## src/hdl/bbcm_pkg.sv

```systemverilog
// ----------------------------------------------------------------------------
// bbcm_pkg
// Shared types and constants for the block buffer cache manager.
// ----------------------------------------------------------------------------
package bbcm_pkg;

   localparam int ENTRIES_DEF = 64;
   localparam int FUNC_W      = 3;
   localparam int DEV_W       = 16;
   localparam int BLK_W       = 32;
   localparam int SLOT_W      = 6;
   localparam int REF_W       = 8;

   localparam logic [REF_W-1:0] REF_MAX = '1;

   // request function codes
   localparam logic [FUNC_W-1:0] FN_LOOKUP  = 3'd0;
   localparam logic [FUNC_W-1:0] FN_RELEASE = 3'd1;
   localparam logic [FUNC_W-1:0] FN_DIRTY   = 3'd2;
   localparam logic [FUNC_W-1:0] FN_START   = 3'd3;
   localparam logic [FUNC_W-1:0] FN_FINISH  = 3'd4;
   localparam logic [FUNC_W-1:0] FN_DISCARD = 3'd5;
   localparam logic [FUNC_W-1:0] FN_INVAL   = 3'd6;

   typedef enum logic [2:0] {
      RS_HIT, RS_CLAIMED, RS_NO_FREE, RS_BUSY,
      RS_DIRTY, RS_MISUSE, RS_NOTHING, RS_DONE
   } rstat_type;

   typedef struct packed {
      logic busy;
      logic dirty;
      logic valid;
   } flags_type;

   typedef struct packed {
      rstat_type         status;
      logic [SLOT_W-1:0] slot;
      logic              valid;
      logic              busy;
      logic [DEV_W-1:0]  vdev;
      logic [BLK_W-1:0]  vblk;
   } rsp_type;

   typedef enum logic [3:0] {
      ST_CLEAR, ST_IDLE, ST_DISPATCH, ST_FIND, ST_INV2, ST_SLOT_RD, ST_SLOT_EX,
      ST_WALK_RD, ST_WALK_EV, ST_WALK_END, ST_MV1, ST_MV2, ST_MV3, ST_MV4, ST_RESP
   } state_type;

   typedef struct packed {
      logic ready;
      logic load;
      logic clear;
      logic dispatch;
      logic find;
      logic inv2;
      logic slot_rd;
      logic slot_ex;
      logic walk_rd;
      logic walk_ev;
      logic walk_end;
      logic mv1;
      logic mv2;
      logic mv3;
      logic mv4;
      logic resp;
   } cmd_type;

   typedef struct packed {
      logic              clear_last;
      logic [FUNC_W-1:0] func;
      logic              bad_slot;
      logic              dev_zero;
      logic              scan_hit;
      logic              scan_last;
      logic              walk_stop;
      logic              claim;
      logic              rsp_free;
   } sts_type;

endpackage

```

## src/hdl/bbcm_ctrl.sv

```systemverilog
// ----------------------------------------------------------------------------
// bbcm_ctrl
// Sequencer for the cache manager: clearing pass, scans, ring walk, relink.
// ----------------------------------------------------------------------------
module bbcm_ctrl import bbcm_pkg::*; (
   input  logic    clock,
   input  logic    reset,
   input  logic    req_valid,
   input  sts_type sts,
   output cmd_type cmd
);

   state_type state_ff, state_in;

   always_ff @(posedge clock) begin
      if (reset) begin
         state_ff <= ST_CLEAR;
      end else begin
         state_ff <= state_in;
      end
   end

   always_comb begin
      state_in = state_ff;
      unique case (state_ff)
         ST_CLEAR: begin
            if (sts.clear_last) state_in = ST_IDLE;
         end
         ST_IDLE: begin
            if (req_valid) state_in = ST_DISPATCH;
         end
         ST_DISPATCH: begin
            case (sts.func)
               FN_LOOKUP:  state_in = sts.dev_zero ? ST_WALK_RD : ST_FIND;
               FN_DISCARD: state_in = sts.dev_zero ? ST_RESP : ST_FIND;
               FN_INVAL:   state_in = ST_FIND;
               FN_RELEASE, FN_DIRTY, FN_START, FN_FINISH:
                  state_in = sts.bad_slot ? ST_RESP : ST_SLOT_RD;
               default:    state_in = ST_RESP;
            endcase
         end
         ST_FIND: begin
            if (sts.scan_hit) begin
               state_in = ST_RESP;
            end else if (sts.scan_last) begin
               if (sts.func == FN_LOOKUP) state_in = ST_WALK_RD;
               else if (sts.func == FN_INVAL) state_in = ST_INV2;
               else state_in = ST_RESP;
            end
         end
         ST_INV2: begin
            if (sts.scan_last) state_in = ST_RESP;
         end
         ST_SLOT_RD:  state_in = ST_SLOT_EX;
         ST_SLOT_EX:  state_in = ST_RESP;
         ST_WALK_RD:  state_in = ST_WALK_EV;
         ST_WALK_EV:  state_in = sts.walk_stop ? ST_WALK_END : ST_WALK_RD;
         ST_WALK_END: state_in = sts.claim ? ST_MV1 : ST_RESP;
         ST_MV1:      state_in = ST_MV2;
         ST_MV2:      state_in = ST_MV3;
         ST_MV3:      state_in = ST_MV4;
         ST_MV4:      state_in = ST_RESP;
         ST_RESP: begin
            if (sts.rsp_free) state_in = ST_IDLE;
         end
         default:     state_in = ST_CLEAR;
      endcase
   end

   always_comb begin
      cmd          = '0;
      cmd.ready    = (state_ff == ST_IDLE);
      cmd.load     = (state_ff == ST_IDLE) && req_valid;
      cmd.clear    = (state_ff == ST_CLEAR);
      cmd.dispatch = (state_ff == ST_DISPATCH);
      cmd.find     = (state_ff == ST_FIND);
      cmd.inv2     = (state_ff == ST_INV2);
      cmd.slot_rd  = (state_ff == ST_SLOT_RD);
      cmd.slot_ex  = (state_ff == ST_SLOT_EX);
      cmd.walk_rd  = (state_ff == ST_WALK_RD);
      cmd.walk_ev  = (state_ff == ST_WALK_EV);
      cmd.walk_end = (state_ff == ST_WALK_END);
      cmd.mv1      = (state_ff == ST_MV1);
      cmd.mv2      = (state_ff == ST_MV2);
      cmd.mv3      = (state_ff == ST_MV3);
      cmd.mv4      = (state_ff == ST_MV4);
      cmd.resp     = (state_ff == ST_RESP);
   end

`ifndef SYNTHESIS
   a_accept_dispatch: assert property (@(posedge clock) disable iff (reset)
      cmd.load |=> state_ff == ST_DISPATCH)
      else $error("accepted request not dispatched");

   a_clear_once: assert property (@(posedge clock) disable iff (reset)
      state_ff != ST_CLEAR |=> state_ff != ST_CLEAR)
      else $error("clearing pass re-entered");

   a_relink_seq: assert property (@(posedge clock) disable iff (reset)
      state_ff == ST_MV1 |=> state_ff == ST_MV2 ##1 state_ff == ST_MV3)
      else $error("ring relink sequence broken");
`endif

endmodule

```

## config.mk

```make
export PLATFORM = sky130hd
export DESIGN_NAME = bbcm_ctrl
export DESIGN_NICKNAME = d
export VERILOG_FILES = /design/src/hdl/bbcm_pkg.sv /design/src/hdl/bbcm_ctrl.sv
export SDC_FILE = /design/constraint.sdc
export NUM_CORES = 1
export LEC_CHECK = 0
export BUFFER_PORTS_ARGS = -buffer_cell sky130_fd_sc_hd__clkbuf_2
export CAP_MARGIN = 20
export CORE_AREA = 2 2 41 43
export CTS_BUF_LIST = sky130_fd_sc_hd__clkbuf_4 sky130_fd_sc_hd__clkbuf_8
export DETAILED_ROUTE_END_ITERATION = 7
export DIE_AREA = 0 0 43 45
export PLACE_DENSITY_LB_ADDON = 0.05
export REMOVE_ABC_BUFFERS = 1
export SETUP_SLACK_MARGIN = 0.02
export SLEW_MARGIN = 40
export SYNTH_ARGS = -nofsm -noshare
export SYNTH_HDL_FRONTEND = slang
export SYNTH_SLANG_ARGS = --single-unit
```

## constraint.sdc

```tcl
create_clock -name clock -period 2 [get_ports clock]
set_clock_uncertainty 0.1 [all_clocks]
set_input_delay 0.1 -clock clock [delete_from_list [all_inputs] [get_ports clock]]
set_output_delay 0.1 -clock clock [all_outputs]
set_load 0.01 [all_outputs]
```

==> impl_results.md <==
- Port buffer count: 29
- Register bank with the most flops: state_ff
- Wire per inst: 11.93 um
- Most frequently used flop master after synthesis: sky130_fd_sc_hd__dfxtp_1
- CTS H-tree depth: 1
- Max-slew violation count: 0
- Global-route wire length before repair: 2787 um
- Required time at the endpoint of the critical path: 2060 ps
- Maximum count of clock buffers along a single path: 2
- Type of the worst setup path: flop to flop
- Main area contributors after synthesis: sky130_fd_sc_hd__dfxtp_1 (12%), sky130_fd_sc_hd__nor2_1 (12%), sky130_fd_sc_hd__nor3_1 (6.9%)
- Drt first pass iters: 4
- Initial antenna violation count: 0
- Fraction of registers with async set/reset: 0%
- Number of synthesized flops with an enable pin: 0
- RSZ-0062 raised after global routing: false
- Diode insertion count for antenna repair: 0
- Number of buffers created by CTS: 3
- Overall die width: 43 um
- Synthesized cell area: 649.4 sq um
- Leading area contributor after synthesis: sky130_fd_sc_hd__dfxtp_1
- Post-layout minimum cycle time: 1769 ps
- Result of the run: finished clean
- Total number of nets in the final design: 137
- Initial core utilization: 44.13%
- Detailed Place HPWL: 1283 um
- Cell Pwr Density: 1262 nW/um^2
- Number of routed nets with antenna violations: 0
- Nature of the critical path endpoint: flop
- Standby leakage power: 0.3591 nW
- CTS tree: built
- Critical path launch point type: flop
- Number of DRC markers in iteration 0: 6
- Die height: 45 um
- Met1 Use GR: 27.43%
- Peak per-stage delay on the critical path: 670 ps
- Mean cell area of the mapped netlist: 6.764 sq um
- CP max FO: 16
- Gr ovfl total: 0
- Largest net degree at the start of global routing: 17
- Global-route met2 utilization: 29.09%
- Slew at the pin closest to its max-slew limit: 566.8 ps
- Number of global-route vias before repair: 633
- Final estimated routing congestion in global placement: 0.8546
- Sinks on Clock Net: 4
- Final number of setup-violating endpoints: 0
- DRC Markers: 0
- M3 GR Usage: 2.400%
- GRT busiest layer: met2
- Worst min-delay path class: input port to flop
- Clock-pin slew reported for the worst setup and hold paths after clock tree synthesis: 40 ps
- Gate Count Post-Synth: 96
- Maximum clock rate: 0.5652 GHz
- Relative max-transition margin: 62.16%
- Count of different cell masters after synthesis: 39
- Number of inserted filler cells in the final layout: 159
- Sequential area share after synthesis: 12.33%
- Share of post-route cells with drive strength above 1: 33.88%
- Cell with the biggest individual delay on the critical path: sky130_fd_sc_hd__dfxtp_1
- Cell-by-cell trace of the critical path: nand2b_4, or3_1, nand2b_1, nor2_1, a211oi_2
- Clock insertion delay at the later pin of the skew report: 230 ps
- Final critical-path share of the clock period: 88.46%
- Flip-flop count of the largest register after layout: 4
- Post-synth top area share: 12.33%
- Die ar.: 1935 sq um
- Number of vias after detailed routing: 749
- Final-layout setup total negative slack: 0 ps
- Largest registers: state_ff (4)
- Layout area overhead: 23.31%
- Detailed Route WL: 1634 um
- Core region area: 1471 sq um
- Count of state elements after synthesis: 4
- Pwr Total: 1.011 mW
- Total routing usage reported by global routing: 18.29%
- Post-CTS setup repair buffer count: 0
- Clock root cell: sky130_fd_sc_hd__clkbuf_4
- Data arrival time of the critical path: 1820 ps
- Number of warnings reported in the yosys synthesis log: 0
- Number of max-cap violations: 0
- Final number of hold-violating endpoints: 0
- Worst IR Drop VDD: 551.6 uV
- Via density: 5.467
- Num rows: 14
- I/O pins: 30
==> stage by stage <==
step	utilization (%)	cell area (sq um)	hold WS, ps	cells	setup slack (ps)
finish	54.42	800.8	124.3	137	230.8
floorplan	-	595.6	64.65	87	445.1
detailed placement	52.21	768.2	234.9	133	243.6
global placement	52.21	768.2	238.8	133	277.9
CTS	54.42	800.8	119.2	137	221.0
global route	54.42	800.8	144.5	137	81.58
==> Yosys cell counts, drive strengths merged, types with 4 or more instances <==
cell and number:
a21oi 7, inv 5, nand2b 4, dfxtp 4
nor3 11, nand2 7, buf 9, nor2 20
==> logic make-up (layout without fill, tap and decap cells) <==
family / Yosys count / after routing / share of synthesized area, %
XOR/XNOR: 2 / 2 / 2.698
AND/OR/NAND/NOR: 52 / 52 / 44.70
flip-flops: 4 / 4 / 12.33
AO/OA/AOI/OAI: 22 / 22 / 26.01
buffers and inverters: 14 / 39 / 11.18
multiplexers: 2 / 2 / 3.083
==> path summary, 6_finish.rpt <==
kind	start	end	slack (ps)	cells past startpoint
min reg2reg	state_ff[0]	state_ff[0]	630	2
max	state_ff[2]	state_ff[1]	230	5
max reg2reg	state_ff[2]	state_ff[1]	230	5
min	sts[0]	state_ff[2]	120	3
==> worst max-delay path: cells and delay by family (launching register included) <==
| kind | cells | cell delay, ps |
|---|---|---|
| compound gates | 1 | 200 |
| flops | 1 | 670 |
| simple gates | 4 | 720 |
==> timing repair <==
action,4_1_cts,5_1_grt
hold buffers,1,0
endpoints found under the hold margin,1,0
resized for setup,0,0
endpoints found under the setup margin,0,0
==> placed cells by master (no fill, tap or decap), drive strengths merged <==
cell,Yosys,routed
a211oi,2,2
a21bo,1,1
a21oi,7,7
a2bb2oi,1,1
a311oi,1,1
a31oi,1,1
and2,1,1
buf,9,1
clkbuf,0,32
dfxtp,4,4
dlygate4sd3,0,1
inv,5,5
mux2i,2,2
nand2,7,7
nand2b,4,4
nand3,1,1
nand3b,1,1
nand4bb,1,1
nor2,20,20
nor3,11,11
nor4b,1,1
nor4bb,1,1
o21ai,2,2
o22a,1,1
o22ai,2,2
o311ai,2,2
o32ai,2,2
or2,1,1
or3,2,2
or4bb,1,1
xnor2,1,1
xor2,1,1
==> metal layers <==
layer  part of all wire [%]  routed length, um
met2                     46                746
met5                      0                  0
met3                    5.8                 94
met4                      0                  0
met1                     49                793
==> area by class of cell <==
type | instances | area [sq um] | share of cell area [%]
multi-input cells | 78 | 496.7 | 62.03
well taps | 16 | 20.02 | 2.500
clock buffers | 3 | 22.52 | 2.812
flip-flops and latches | 4 | 80.08 | 10.00
repair buffers | 31 | 162.7 | 20.31
inverters | 5 | 18.77 | 2.344
==> power breakdown <==
group | internal, mW | total [mW] | switching (mW)
Sequential | 0.114 | 0.219 | 0.105
Clock | 0.0672 | 0.101 | 0.0337
Combinational | 0.317 | 0.691 | 0.374
Power figures use the tool's default switching activity.
